===== config.mk =====
export PLATFORM = sky130hd
export DESIGN_NAME = utf8_stream_decoder_top
export DESIGN_NICKNAME = d
export VERILOG_FILES = /design/src/rtl/u8sd_pkg.sv /design/src/rtl/u8sd_queue.sv /design/src/rtl/u8sd_front.sv /design/src/rtl/u8sd_back.sv /design/src/rtl/utf8_stream_decoder_top.sv
export SDC_FILE = /design/constraint.sdc
export NUM_CORES = 1
export LEC_CHECK = 0
export BUFFER_PORTS_ARGS = -buffer_cell sky130_fd_sc_hd__buf_2
export CAP_MARGIN = 20
export CORE_UTILIZATION = 55
export CTS_CLUSTER_SIZE = 20
export DETAILED_ROUTE_END_ITERATION = 10
export PLACE_DENSITY = 0.77
export RECOVER_POWER = 100
export SLEW_MARGIN = 20
export SYNTH_ARGS = -nofsm -noshare
export SYNTH_HDL_FRONTEND = slang
export SYNTH_SLANG_ARGS = --single-unit

===== constraint.sdc =====
create_clock -name clock -period 3.3 [get_ports clock]
set_input_delay 0.33 -clock clock [delete_from_list [all_inputs] [get_ports clock]]
set_output_delay 0.33 -clock clock [all_outputs]
set_load 0.005 [all_outputs]

===== src/rtl/u8sd_pkg.sv =====
// shared types and constants for the utf-8 stream decoder
// depends on nothing; used by u8sd_front, u8sd_back and the top level
`default_nettype none

package u8sd_pkg;

   localparam int BYTE_W  = 8;
   localparam int CP_W    = 31;
   localparam int LEN_W   = 3;
   localparam int DATA_W  = 7;

   localparam logic [CP_W-1:0] REPL_CP     = 31'h000_FFFD;
   localparam logic [CP_W-1:0] SURR_LO     = 31'h000_D800;
   localparam logic [CP_W-1:0] SURR_HI     = 31'h000_DFFF;
   localparam logic [CP_W-1:0] NONCHAR_LO  = 31'h000_FFFE;
   localparam logic [CP_W-1:0] NONCHAR_HI  = 31'h000_FFFF;
   localparam logic [CP_W-1:0] MIN_LEN2    = 31'h000_0080;
   localparam logic [CP_W-1:0] MIN_LEN3    = 31'h000_0800;
   localparam logic [CP_W-1:0] MIN_LEN4    = 31'h001_0000;
   localparam logic [CP_W-1:0] MIN_LEN5    = 31'h020_0000;
   localparam logic [CP_W-1:0] MIN_LEN6    = 31'h400_0000;

   typedef enum logic [2:0] {
      KIND_ZERO,
      KIND_ASCII,
      KIND_LEAD,
      KIND_CONT,
      KIND_BAD
   } kind_type;

   typedef struct packed {
      kind_type          kind;
      logic [LEN_W-1:0]  len;
      logic [DATA_W-1:0] data;
   } cmd_type;

   typedef struct packed {
      logic [CP_W-1:0] code_point;
      logic            replaced;
      logic            end_of_text;
      logic            last;
   } rsp_type;

endpackage

`default_nettype wire


===== src/rtl/u8sd_queue.sv =====
// small shift queue; the oldest entry always sits in slot zero
// generic, no package dependency
`default_nettype none

module u8sd_queue #(
   parameter int WIDTH = 8,
   parameter int DEPTH = 2
) (
   input  wire logic             clock,
   input  wire logic             reset,
   input  wire logic             push,
   input  wire logic [WIDTH-1:0] push_data,
   output logic                  full,
   input  wire logic             pop,
   output logic [WIDTH-1:0]      head_data,
   output logic                  empty
);

   localparam int IDX_W = (DEPTH > 1) ? $clog2(DEPTH) : 1;
   localparam int CNT_W = $clog2(DEPTH + 1);

   logic [WIDTH-1:0] slot_ff [DEPTH];
   logic [WIDTH-1:0] slot_in [DEPTH];
   logic [CNT_W-1:0] count_ff;
   logic [CNT_W-1:0] count_in;
   logic [CNT_W-1:0] wr_pos;
   logic             do_push;
   logic             do_pop;

   assign full      = (count_ff == CNT_W'(DEPTH));
   assign empty     = (count_ff == '0);
   assign do_push   = push && !full;
   assign do_pop    = pop && !empty;
   assign head_data = slot_ff[0];
   assign wr_pos    = count_ff - CNT_W'(do_pop);

   always_comb begin
      for (int i = 0; i < DEPTH; i++) begin
         slot_in[i] = slot_ff[i];
      end
      if (do_pop) begin
         for (int i = 0; i < DEPTH - 1; i++) begin
            slot_in[i] = slot_ff[i+1];
         end
      end
      if (do_push) begin
         slot_in[wr_pos[IDX_W-1:0]] = push_data;
      end
      count_in = count_ff + CNT_W'(do_push) - CNT_W'(do_pop);
   end

   always_ff @(posedge clock) begin
      for (int i = 0; i < DEPTH; i++) begin
         slot_ff[i] <= slot_in[i];
      end
      if (reset) begin
         count_ff <= '0;
      end else begin
         count_ff <= count_in;
      end
   end

endmodule

`default_nettype wire


===== src/rtl/u8sd_front.sv =====
// front end: classifies each raw byte into a decode command
// depends on u8sd_pkg
`default_nettype none

module u8sd_front (
   input  wire logic [u8sd_pkg::BYTE_W-1:0] in_byte,
   output u8sd_pkg::cmd_type                cmd
);

   always_comb begin
      cmd.kind = u8sd_pkg::KIND_BAD;
      cmd.len  = '0;
      cmd.data = '0;
      case (in_byte) inside
         8'h00: begin
            cmd.kind = u8sd_pkg::KIND_ZERO;
         end
         [8'h01:8'h7F]: begin
            cmd.kind = u8sd_pkg::KIND_ASCII;
            cmd.data = in_byte[6:0];
         end
         [8'h80:8'hBF]: begin
            cmd.kind = u8sd_pkg::KIND_CONT;
            cmd.data = {1'b0, in_byte[5:0]};
         end
         [8'hC0:8'hDF]: begin
            cmd.kind = u8sd_pkg::KIND_LEAD;
            cmd.len  = 3'd2;
            cmd.data = {2'b0, in_byte[4:0]};
         end
         [8'hE0:8'hEF]: begin
            cmd.kind = u8sd_pkg::KIND_LEAD;
            cmd.len  = 3'd3;
            cmd.data = {3'b0, in_byte[3:0]};
         end
         [8'hF0:8'hF7]: begin
            cmd.kind = u8sd_pkg::KIND_LEAD;
            cmd.len  = 3'd4;
            cmd.data = {4'b0, in_byte[2:0]};
         end
         [8'hF8:8'hFB]: begin
            cmd.kind = u8sd_pkg::KIND_LEAD;
            cmd.len  = 3'd5;
            cmd.data = {5'b0, in_byte[1:0]};
         end
         [8'hFC:8'hFD]: begin
            cmd.kind = u8sd_pkg::KIND_LEAD;
            cmd.len  = 3'd6;
            cmd.data = {6'b0, in_byte[0]};
         end
         default: begin
            cmd.kind = u8sd_pkg::KIND_BAD;
         end
      endcase
   end

endmodule

`default_nettype wire


===== src/rtl/u8sd_back.sv =====
// back end: holds the running sequence state, checks values, builds results
// depends on u8sd_pkg
`default_nettype none

module u8sd_back (
   input  wire logic              clock,
   input  wire logic              reset,
   input  wire logic              cmd_valid,
   input  wire u8sd_pkg::cmd_type cmd,
   output logic                   cmd_pop,
   input  wire logic              rsp_full,
   output logic                   rsp_wr,
   output u8sd_pkg::rsp_type      rsp
);

   logic [u8sd_pkg::CP_W-1:0]  pv_ff, pv_in;
   logic [u8sd_pkg::LEN_W-1:0] pend_ff, pend_in;
   logic [u8sd_pkg::LEN_W-1:0] slen_ff, slen_in;
   logic [u8sd_pkg::CP_W-1:0]  cont_bits;
   logic [u8sd_pkg::CP_W-1:0]  acc;
   logic [u8sd_pkg::CP_W-1:0]  lead_val;
   logic                       go;

   function automatic logic value_ok(input logic [u8sd_pkg::CP_W-1:0] v,
                                     input logic [u8sd_pkg::LEN_W-1:0] len);
      logic ok;
      ok = 1'b1;
      case (len)
         3'd2: ok = (v >= u8sd_pkg::MIN_LEN2);
         3'd3: ok = (v >= u8sd_pkg::MIN_LEN3)
                    && !(v >= u8sd_pkg::SURR_LO && v <= u8sd_pkg::SURR_HI)
                    && (v != u8sd_pkg::NONCHAR_LO) && (v != u8sd_pkg::NONCHAR_HI);
         3'd4: ok = (v >= u8sd_pkg::MIN_LEN4);
         3'd5: ok = (v >= u8sd_pkg::MIN_LEN5);
         3'd6: ok = (v >= u8sd_pkg::MIN_LEN6);
         default: ok = 1'b1;
      endcase
      return ok;
   endfunction

   always_comb begin
      case (pend_ff)
         3'd2:    cont_bits = u8sd_pkg::CP_W'(cmd.data[5:0]) << 6;
         3'd3:    cont_bits = u8sd_pkg::CP_W'(cmd.data[5:0]) << 12;
         3'd4:    cont_bits = u8sd_pkg::CP_W'(cmd.data[5:0]) << 18;
         3'd5:    cont_bits = u8sd_pkg::CP_W'(cmd.data[5:0]) << 24;
         default: cont_bits = u8sd_pkg::CP_W'(cmd.data[5:0]);
      endcase
      case (cmd.len)
         3'd3:    lead_val = u8sd_pkg::CP_W'(cmd.data) << 12;
         3'd4:    lead_val = u8sd_pkg::CP_W'(cmd.data) << 18;
         3'd5:    lead_val = u8sd_pkg::CP_W'(cmd.data) << 24;
         3'd6:    lead_val = u8sd_pkg::CP_W'(cmd.data) << 30;
         default: lead_val = u8sd_pkg::CP_W'(cmd.data) << 6;
      endcase
   end

   assign acc = pv_ff | cont_bits;
   assign go  = cmd_valid && !rsp_full;

   always_comb begin
      pv_in   = pv_ff;
      pend_in = pend_ff;
      slen_in = slen_ff;
      cmd_pop = 1'b0;
      rsp_wr  = 1'b0;
      rsp     = '0;
      if (go) begin
         case (cmd.kind)
            u8sd_pkg::KIND_ZERO: begin
               pv_in           = '0;
               pend_in         = '0;
               slen_in         = '0;
               rsp_wr          = 1'b1;
               rsp.end_of_text = 1'b1;
               rsp.last        = 1'b1;
               cmd_pop         = 1'b1;
            end
            u8sd_pkg::KIND_CONT: begin
               cmd_pop = 1'b1;
               if (pend_ff == '0) begin
                  rsp_wr         = 1'b1;
                  rsp.code_point = u8sd_pkg::REPL_CP;
                  rsp.replaced   = 1'b1;
                  rsp.last       = 1'b1;
               end else if (pend_ff == 3'd1) begin
                  pv_in    = '0;
                  pend_in  = '0;
                  slen_in  = '0;
                  rsp_wr   = 1'b1;
                  rsp.last = 1'b1;
                  if (value_ok(acc, slen_ff)) begin
                     rsp.code_point = acc;
                  end else begin
                     rsp.code_point = u8sd_pkg::REPL_CP;
                     rsp.replaced   = 1'b1;
                  end
               end else begin
                  pv_in   = acc;
                  pend_in = pend_ff - 3'd1;
               end
            end
            default: begin
               if (pend_ff != '0) begin
                  // broken sequence; the byte stays queued unless it is a lead
                  pv_in          = '0;
                  pend_in        = '0;
                  slen_in        = '0;
                  rsp_wr         = 1'b1;
                  rsp.code_point = u8sd_pkg::REPL_CP;
                  rsp.replaced   = 1'b1;
                  rsp.last       = (cmd.kind == u8sd_pkg::KIND_LEAD);
                  if (cmd.kind == u8sd_pkg::KIND_LEAD) begin
                     pv_in   = lead_val;
                     pend_in = cmd.len - 3'd1;
                     slen_in = cmd.len;
                     cmd_pop = 1'b1;
                  end
               end else begin
                  cmd_pop = 1'b1;
                  case (cmd.kind)
                     u8sd_pkg::KIND_ASCII: begin
                        rsp_wr         = 1'b1;
                        rsp.code_point = u8sd_pkg::CP_W'(cmd.data);
                        rsp.last       = 1'b1;
                     end
                     u8sd_pkg::KIND_LEAD: begin
                        pv_in   = lead_val;
                        pend_in = cmd.len - 3'd1;
                        slen_in = cmd.len;
                     end
                     default: begin
                        rsp_wr         = 1'b1;
                        rsp.code_point = u8sd_pkg::REPL_CP;
                        rsp.replaced   = 1'b1;
                        rsp.last       = 1'b1;
                     end
                  endcase
               end
            end
         endcase
      end
   end

   always_ff @(posedge clock) begin
      if (reset) begin
         pv_ff   <= '0;
         pend_ff <= '0;
         slen_ff <= '0;
      end else begin
         pv_ff   <= pv_in;
         pend_ff <= pend_in;
         slen_ff <= slen_in;
      end
   end

`ifndef SYNTHESIS
   a_pend_range: assert property (@(posedge clock) disable iff (reset)
      pend_ff <= 3'd5)
      else $error("pending count out of range");
   a_idle_len: assert property (@(posedge clock) disable iff (reset)
      (pend_ff == '0) |-> (slen_ff == '0))
      else $error("sequence length left over while idle");
   a_len_pend: assert property (@(posedge clock) disable iff (reset)
      (pend_ff != '0) |-> (slen_ff > pend_ff))
      else $error("sequence length not above pending count");
   a_no_wr_full: assert property (@(posedge clock) disable iff (reset)
      rsp_wr |-> !rsp_full)
      else $error("result written into full queue");
   a_pop_valid: assert property (@(posedge clock) disable iff (reset)
      cmd_pop |-> cmd_valid)
      else $error("command popped from empty queue");
`endif

endmodule

`default_nettype wire


===== src/rtl/utf8_stream_decoder_top.sv =====
// channel   direction  handshake         payload
// req       in         push / full       req_in_byte
// rsp       out        empty / pop       rsp_code_point, rsp_replaced, rsp_end_of_text, rsp_last
//
// one byte per cycle enters while req_full is low; a byte that breaks a sequence
// and gives two results stays in the command queue until its second result is written
// from push to rsp_empty low a byte passes the command queue and then the result queue
// reset clears the sequence state and both queues
// either side may stall on its own; the two queues absorb the difference
// depends on u8sd_pkg, u8sd_front, u8sd_queue, u8sd_back
`default_nettype none

module utf8_stream_decoder_top #(
   parameter int CMD_DEPTH = 2,
   parameter int RSP_DEPTH = 2
) (
   input  wire logic                          clock,
   input  wire logic                          reset,
   input  wire logic                          req_push,
   output logic                               req_full,
   input  wire logic [u8sd_pkg::BYTE_W-1:0]   req_in_byte,
   output logic                               rsp_empty,
   input  wire logic                          rsp_pop,
   output logic [u8sd_pkg::CP_W-1:0]          rsp_code_point,
   output logic                               rsp_replaced,
   output logic                               rsp_end_of_text,
   output logic                               rsp_last
);

   localparam int CMD_W = $bits(u8sd_pkg::cmd_type);
   localparam int RSP_W = $bits(u8sd_pkg::rsp_type);

   u8sd_pkg::cmd_type front_cmd;
   u8sd_pkg::cmd_type head_cmd;
   u8sd_pkg::rsp_type back_rsp;
   u8sd_pkg::rsp_type head_rsp;
   logic              cmd_empty;
   logic              cmd_pop;
   logic              rsp_full;
   logic              rsp_wr;
   logic [CMD_W-1:0]  head_cmd_bits;
   logic [RSP_W-1:0]  head_rsp_bits;

   u8sd_front u_front (
      .in_byte (req_in_byte),
      .cmd     (front_cmd)
   );

   u8sd_queue #(
      .WIDTH (CMD_W),
      .DEPTH (CMD_DEPTH)
   ) u_cmd_queue (
      .clock     (clock),
      .reset     (reset),
      .push      (req_push),
      .push_data (front_cmd),
      .full      (req_full),
      .pop       (cmd_pop),
      .head_data (head_cmd_bits),
      .empty     (cmd_empty)
   );

   assign head_cmd = u8sd_pkg::cmd_type'(head_cmd_bits);

   u8sd_back u_back (
      .clock     (clock),
      .reset     (reset),
      .cmd_valid (!cmd_empty),
      .cmd       (head_cmd),
      .cmd_pop   (cmd_pop),
      .rsp_full  (rsp_full),
      .rsp_wr    (rsp_wr),
      .rsp       (back_rsp)
   );

   u8sd_queue #(
      .WIDTH (RSP_W),
      .DEPTH (RSP_DEPTH)
   ) u_rsp_queue (
      .clock     (clock),
      .reset     (reset),
      .push      (rsp_wr),
      .push_data (back_rsp),
      .full      (rsp_full),
      .pop       (rsp_pop),
      .head_data (head_rsp_bits),
      .empty     (rsp_empty)
   );

   assign head_rsp        = u8sd_pkg::rsp_type'(head_rsp_bits);
   assign rsp_code_point  = head_rsp.code_point;
   assign rsp_replaced    = head_rsp.replaced;
   assign rsp_end_of_text = head_rsp.end_of_text;
   assign rsp_last        = head_rsp.last;

endmodule

`default_nettype wire


==> qor.yml, run 1 <==
drc: 0
coreArea_mm2: 0.01216
cp-start-kind: "flop"
slew_headroom_pct: 4.832
power.internal_mw: 5.201
final.setup.tns_ns: 0
placed_cells: 949
synth_cell_type_count: 67
ff2ff_path_depth: 10
dp_hpwl_um: 12080
numCtsBuffers: 17
cp.required_ns: 3.62
slew_viol_final: 0
drv_cap: 0
worstPathArrival_ns: 3.47
nets: 830
synthFlopType: "dfxtp_1"
pwr-share-clk_pct: 21.7
leakagePower_nw: 3.056
synth_xor_area_share_pct: 0.7563
path_clk_slew_ns: 0.06
yosys.area_share.adder_pct: 3.241
cts.sinks: 135
async_flop_share_pct: 0
status: "finished, final reports clean"
end_kind: "flop"
synth_seq_area_share_pct: 45.67
portBuffers: 47
power_switching_mw: 3.703
hold_viol: 0
comb_power_share_pct: 46.3
synthTopCellsByArea: "dfxtp_1 (25%), edfxtp_1 (20%), nand2_1 (6.2%)"
place_area_mm2: 0.007283
drt_iter0_drc: 870
synth-simple-area-share_pct: 20.75
num_io_pins: 48
min_path_type: "primary input to flop"
ant_nets: 0
whs_path_depth: 2
fmax_mhz: 317.4
synth.most_common_cell: "nand2_1"
cts_setup_buffers: 0
grt_max_degree: 42
synth.avg_cell_area_um2: 8.840
die_h_um: 114.4
num_antenna_cells: 0
clock_latency_ns: 0.42
wirelength_um: 17810
synth_top_area_share_pct: 25.36
final_area_mm2: 0.007806
gp_congestion: 0.9805
start_util_pct: 57.13
clock_tree.root_cell: "clkbuf_16"
critPathKind: "flop to flop"
synthMuxAreaShare_pct: 2.431
fill_cells: 1005
synth_edf_count: 47
power_frac_seq_pct: 32.0
switching_share_pct: 41.58
ys_ff_latch: 135
yosysWarnings: 0
grt_pass1_vias: 5778
synthTopCellsByCount: "nand2_1 (115), dfxtp_1 (88), nor2_1 (67)"
setup_viol: 0
post-route-period-util_pct: 95.46
period_minus_slack_ns: 3.150
htree_levels: 4
cts_tree: "yes"
area_growth_pct: 12.35
clock_path_buffers: 2
synthCells: 786
worst-path-max-fanout: 30
fin_cells: 981
synth_compound_area_share_pct: 19.59
die_w_um: 114.4
grt_usage_pct: 28.50
synth_area_mm2: 0.006948
via_per_inst: 6.186
place_ws_ns: 0.1730
rsz0062_at_grt: "false"
yosysTopAreaCell: "dfxtp_1"
synth_top_family_by_area: "simple AND/OR/NAND/NOR gates"
dieArea_mm2: 0.01309
drt_pre_antenna_iters: 6
grt_pass1_wl_um: 28810
p_per_area_mw_per_mm2: 1141
tightest_slew_ns: 1.428
ir_drop_mv: 0.5716
rows: 40
drive_above_1_share_pct: 11.69
grt.overflow.total: 0
finClkSkew_ns: 0.01214
syn_nets: 816
vias: 6068
grt_antenna_before_repair: 0
wl_per_cell_um: 18.15
utilization_pct: 64.19
layout_setup_ws_ns: 0.1498
## critical path, cell delays in order, from the launching register on
cell	delay, ns
dfxtp_1	0.37
inv_1	0.11
ha_1	0.35
buf_4	0.17
and3_1	0.28
a21oi_1	0.34
nand3b_1	0.14
o41a_1	0.46
o31a_1	0.27
buf_4	0.23
a311oi_1	0.32
## path summary, 6_finish.rpt
path | startpoint | to | slack [ns]
setup / recovery | u_back.pend_ff[1] | u_rsp_queue.slot_ff[0][17] | 0.15
hold / removal | req_in_byte[1] | flop | 0.29
setup reg to reg | u_back.pend_ff[1] | u_rsp_queue.slot_ff[0][17] | 0.15
hold reg to reg | u_rsp_queue.slot_ff[0][1] | u_rsp_queue.slot_ff[0][1] | 0.48
## per-stage QoR
step           total power, mW  hold WS (ns)
5_1_grt                  9.455        0.3005
4_1_cts                  8.964        0.2749
3_3_place_gp             6.829        0.4641
3_5_place_dp             6.989        0.4704
6_report                 8.904        0.2916
2_1_floorplan            5.787        0.4016
## power groups by stage
stage	sequential, mW	clock (mW)	combinational (mW)
3_5_place_dp	2.86	0	4.13
6_report	2.85	1.93	4.12
5_1_grt	2.91	2.01	4.54
3_3_place_gp	2.83	0	4.00
2_1_floorplan	2.70	0	3.09
4_1_cts	2.83	1.95	4.19
## area by class of cell
class,instances,area (um2),share of cell area [%]
clock inverters,10,152.6,1.955
well taps,168,210.2,2.693
repair buffers,80,460.4,5.898
flip-flops and latches,135,3173,40.65
inverters,22,82.58,1.058
multi-input cells,544,3283,42.06
clock buffers,22,444.2,5.690
## routing by layer
metal | track usage [%] | up-vias | routed length (um)
met5 | 0 | - | 0
met2 | 45.90 | 294 | 8478
met4 | 14.11 | 0 | 474
li1 | - | 2840 | -
met3 | 6.141 | 43 | 1406
met1 | 36.36 | 2891 | 7448
## logic make-up (layout without fill, tap and decap cells)
kind of cell,Yosys count,in the layout
and+or+nand+nor,304,304
AOI/OAI and AO/OA,200,200
DFF,135,135
buffers and inverters,107,134
adders and majority gates,18,18
muxes,16,16
xor gates and xnor gates,6,6
## layout by cell type (no fill, tap or decap), types with 11 or more instances in the layout
cell type	Yosys	routed
nand2_1	115	115
dfxtp_1	88	88
nor2_1	67	67
a21oi_1	58	58
edfxtp_1	47	47
clkbuf_1	46	31
nor3_1	28	28
buf_2	5	25
a31oi_1	24	24
buf_4	31	24
a22oi_1	23	23
inv_1	21	21
nor2b_1	18	18
o21ai_0	18	18
ha_1	18	18
clkbuf_16	0	17
nand2b_1	12	12
and3_1	11	11
## what timing repair did
action / CTS / global route
hold endpoints to repair: 0 / 0
hold buffers: 0 / 0
endpoints found under the setup margin: 0 / 11
resized for setup: 0 / 1
Power figures use the tool's default switching activity.
==> run 2: changes to the inputs <==
--- a/config.mk
+++ b/config.mk
@@ -12,6 +12,8 @@
 export DETAILED_ROUTE_END_ITERATION = 10
 export PLACE_DENSITY = 0.77
 export RECOVER_POWER = 100
+export REMOVE_ABC_BUFFERS = 1
+export SETUP_SLACK_MARGIN = 0.15
 export SLEW_MARGIN = 20
 export SYNTH_ARGS = -nofsm -noshare
 export SYNTH_HDL_FRONTEND = slang
==> constraint.sdc (replaced) <==
create_clock -name clock -period 2.8 [get_ports clock]
set_input_delay 0.28 -clock clock [delete_from_list [all_inputs] [get_ports clock]]
set_output_delay 0.28 -clock clock [all_outputs]
set_load 0.005 [all_outputs]
==> qor.yml, run 2 (synthesis gave the netlist of run 1 again) <==
hold_slack_ns: 0.2253  # was 0.2916 ns
grt_pass1_wl_um: 30000  # was 28810 um
mostFrequentLayoutCells: "nand2_1 (115), dfxtp_1 (84), nor2_1 (62)"  # was nand2_1 (115), dfxtp_1 (88), nor2_1 (67)
drc: 0  # unchanged
layout_setup_ws_ns: -0.04536  # was 0.1498 ns
worstPathArrival_ns: 3.13  # was 3.47 ns
gp_congestion: 0.9281  # was 0.9805
ir_drop_mv: 0.8320  # was 0.5716 mV
vias: 6173  # was 6068
tightest_slew_ns: 0.8284  # was 1.428 ns
critPathTopFamily: "compound AO/OA/AOI/OAI gates"  # unchanged
slew_headroom_pct: 44.77  # was 4.832%
wirelength_um: 19640  # was 17810 um
wl_per_cell_um: 19.26  # was 18.15 um
drt_pre_antenna_iters: 5  # was 6
grt_max_degree: 42  # unchanged
ant_nets: 0  # unchanged
path_clk_slew_ns: 0.06  # about the same
fmax_mhz: 351.5  # was 317.4 MHz
cp.required_ns: 3.08  # was 3.62 ns
num_io_pins: 48  # unchanged
final_common_cell: "nand2_1"  # unchanged
grt_pass1_vias: 5753  # was 5778
min_path_type: "primary input to flop"  # unchanged
clock_latency_ns: 0.43  # was 0.42 ns
coreArea_mm2: 0.01216  # unchanged
leakagePower_nw: 3.391  # was 3.056 nW
cts_tree: "yes"  # unchanged
final.setup.tns_ns: -0.2548  # was 0 ns
hold_viol: 0  # unchanged
fin_cells: 1020  # was 981
seq_area_mm2: 0.003181  # was 0.003173 mm2
grt_antenna_before_repair: 0  # unchanged
worst-path-max-fanout: 8  # was 30
status: "finished, violations left"  # was finished, final reports clean
crit_chain: "buf_4 -> or4_1 -> a21oi_2 -> a41oi_2 -> o41a_1 -> o31a_1 -> buf_6 -> buf_16 -> a21oi_2"  # was inv_1 -> ha_1 -> buf_4 -> and3_1 -> a21oi_1 -> nand3b_1 -> o41a_1 -> o31a_1 -> buf_4 -> a311oi_1
htree_levels: 4  # unchanged
via_per_inst: 6.052  # was 6.186
max_stage_delay_ns: 0.58  # was 0.46 ns
critPathKind: "flop to flop"  # unchanged
die_w_um: 114.4  # unchanged
die_h_um: 114.4  # unchanged
grt.overflow.total: 0  # unchanged
period_minus_slack_ns: 2.845  # was 3.150 ns
crit_path_top_delay_cell: "or4_1"  # was o41a_1
rows: 40  # unchanged
post-route-period-util_pct: 101.6  # was 95.46%
slew_viol_final: 0  # unchanged
dieArea_mm2: 0.01309  # unchanged
numCtsBuffers: 17  # unchanged
place_ws_ns: -0.1109  # was 0.1730 ns
clock_tree.root_cell: "clkbuf_16"  # unchanged
drt_iter0_drc: 658  # was 870
num_antenna_cells: 0  # unchanged
drv_cap: 0  # unchanged
setup_viol: 18  # was 0
cts_hold_buf: 0  # unchanged
placed_cells: 971  # was 949
finalPower_mw: 12.11  # was 8.904 mW
start_util_pct: 57.13  # unchanged
end_kind: "flop"  # unchanged
path_buf_inv: 3  # unchanged
fill_cells: 918  # was 1005
cts.sinks: 135  # unchanged
p_per_area_mw_per_mm2: 1393  # was 1141 mW/mm2
clock_path_buffers: 2  # unchanged
cp_common_cell: "a21oi_2"  # was buf_4
r2r_setup_slack_ns: -0.05  # was 0.15 ns
rsz0062_at_grt: "true"  # was false
multiInputGateArea_mm2: 0.003690  # was 0.003283 mm2
drive_above_1_share_pct: 24.77  # was 11.69%
grt_usage_pct: 30.27  # was 28.50%
cp-start-kind: "flop"  # unchanged
area_growth_pct: 25.12  # was 12.35%
nets: 869  # was 830
finClkSkew_ns: 0.007492  # was 0.01214 ns
violations: "setup timing"
portBuffers: 47  # unchanged
dp_hpwl_um: 12060  # was 12080 um
run 2: cell count changes in the layout (fill, tap and decap cells not counted), moves of 5 or more:
cell,change
a311oi_2,+9
buf_4,+29
a21oi_1,-20
a21oi_2,+13
a311oi_1,-9
buf_2,+7
nor2_1,-5
ha_1,-6
a21oi_4,+7
clkbuf_1,-14
run 2: area by class of cell:
type / count / area share, %
multi-input combinational: 544 / 42.44
sequential: 135 / 36.59
timing repair buffer: 119 / 10.31
clock buffer: 18 / 4.937
tap: 168 / 2.418
clock inverter: 14 / 2.360
inverter: 22 / 0.9499
run 2: power by group:
part	internal, mW	total, mW	switching (mW)
clock network	1.57	2.41	0.841
logic	2.58	6.37	3.80
registers	2.87	3.32	0.460
total	7.01	12.1	5.10
run 2: final timing paths:
| kind | startpoint | depth (start not counted) | endpoint |
|---|---|---|---|
| max | u_cmd_queue.slot_ff[0][4] | 9 | flop |
| min | req_in_byte[7] | 2 | flop |
| max reg2reg | u_cmd_queue.slot_ff[0][4] | 9 | flop |
| min reg2reg | u_rsp_queue.slot_ff[0][1] | 2 | u_rsp_queue.slot_ff[0][1] |
run 2: metal layers:
metal  track usage, %  routed length [um]  vias to the layer above
met2            49.94                9602                      252
met5                0                   0                        -
met4            12.81                 481                        0
met3            7.305                1304                       41
li1                 -                   -                     2925
met1            37.94                8253                     2955
run 2: through the flow:
| stage | instance area [um2] | utilization [%] |
|---|---|---|
| after floorplan | 6505 | - |
| after global placement | 7456 | 61.31 |
| after detailed placement | 7456 | 61.31 |
| after CTS | 8477 | 69.70 |
| after global routing | 8693 | 71.48 |
| final | 8693 | 71.48 |
run 2: what timing repair did:
action | CTS | global route
resized for setup | 57 | 40
gates cloned | 3 | 1
setup buffers | 9 | 4
pin swaps | 18 | 26
setup endpoints to repair | 113 | 143
run 2: worst register-to-register path: stages, from the launching register on:
cell and delay (ns):
dfxtp_2 0.33, buf_4 0.17, or4_1 0.58, a21oi_2 0.20
a41oi_2 0.14, o41a_1 0.45, o31a_1 0.37, buf_6 0.18
buf_16 0.15, a21oi_2 0.14
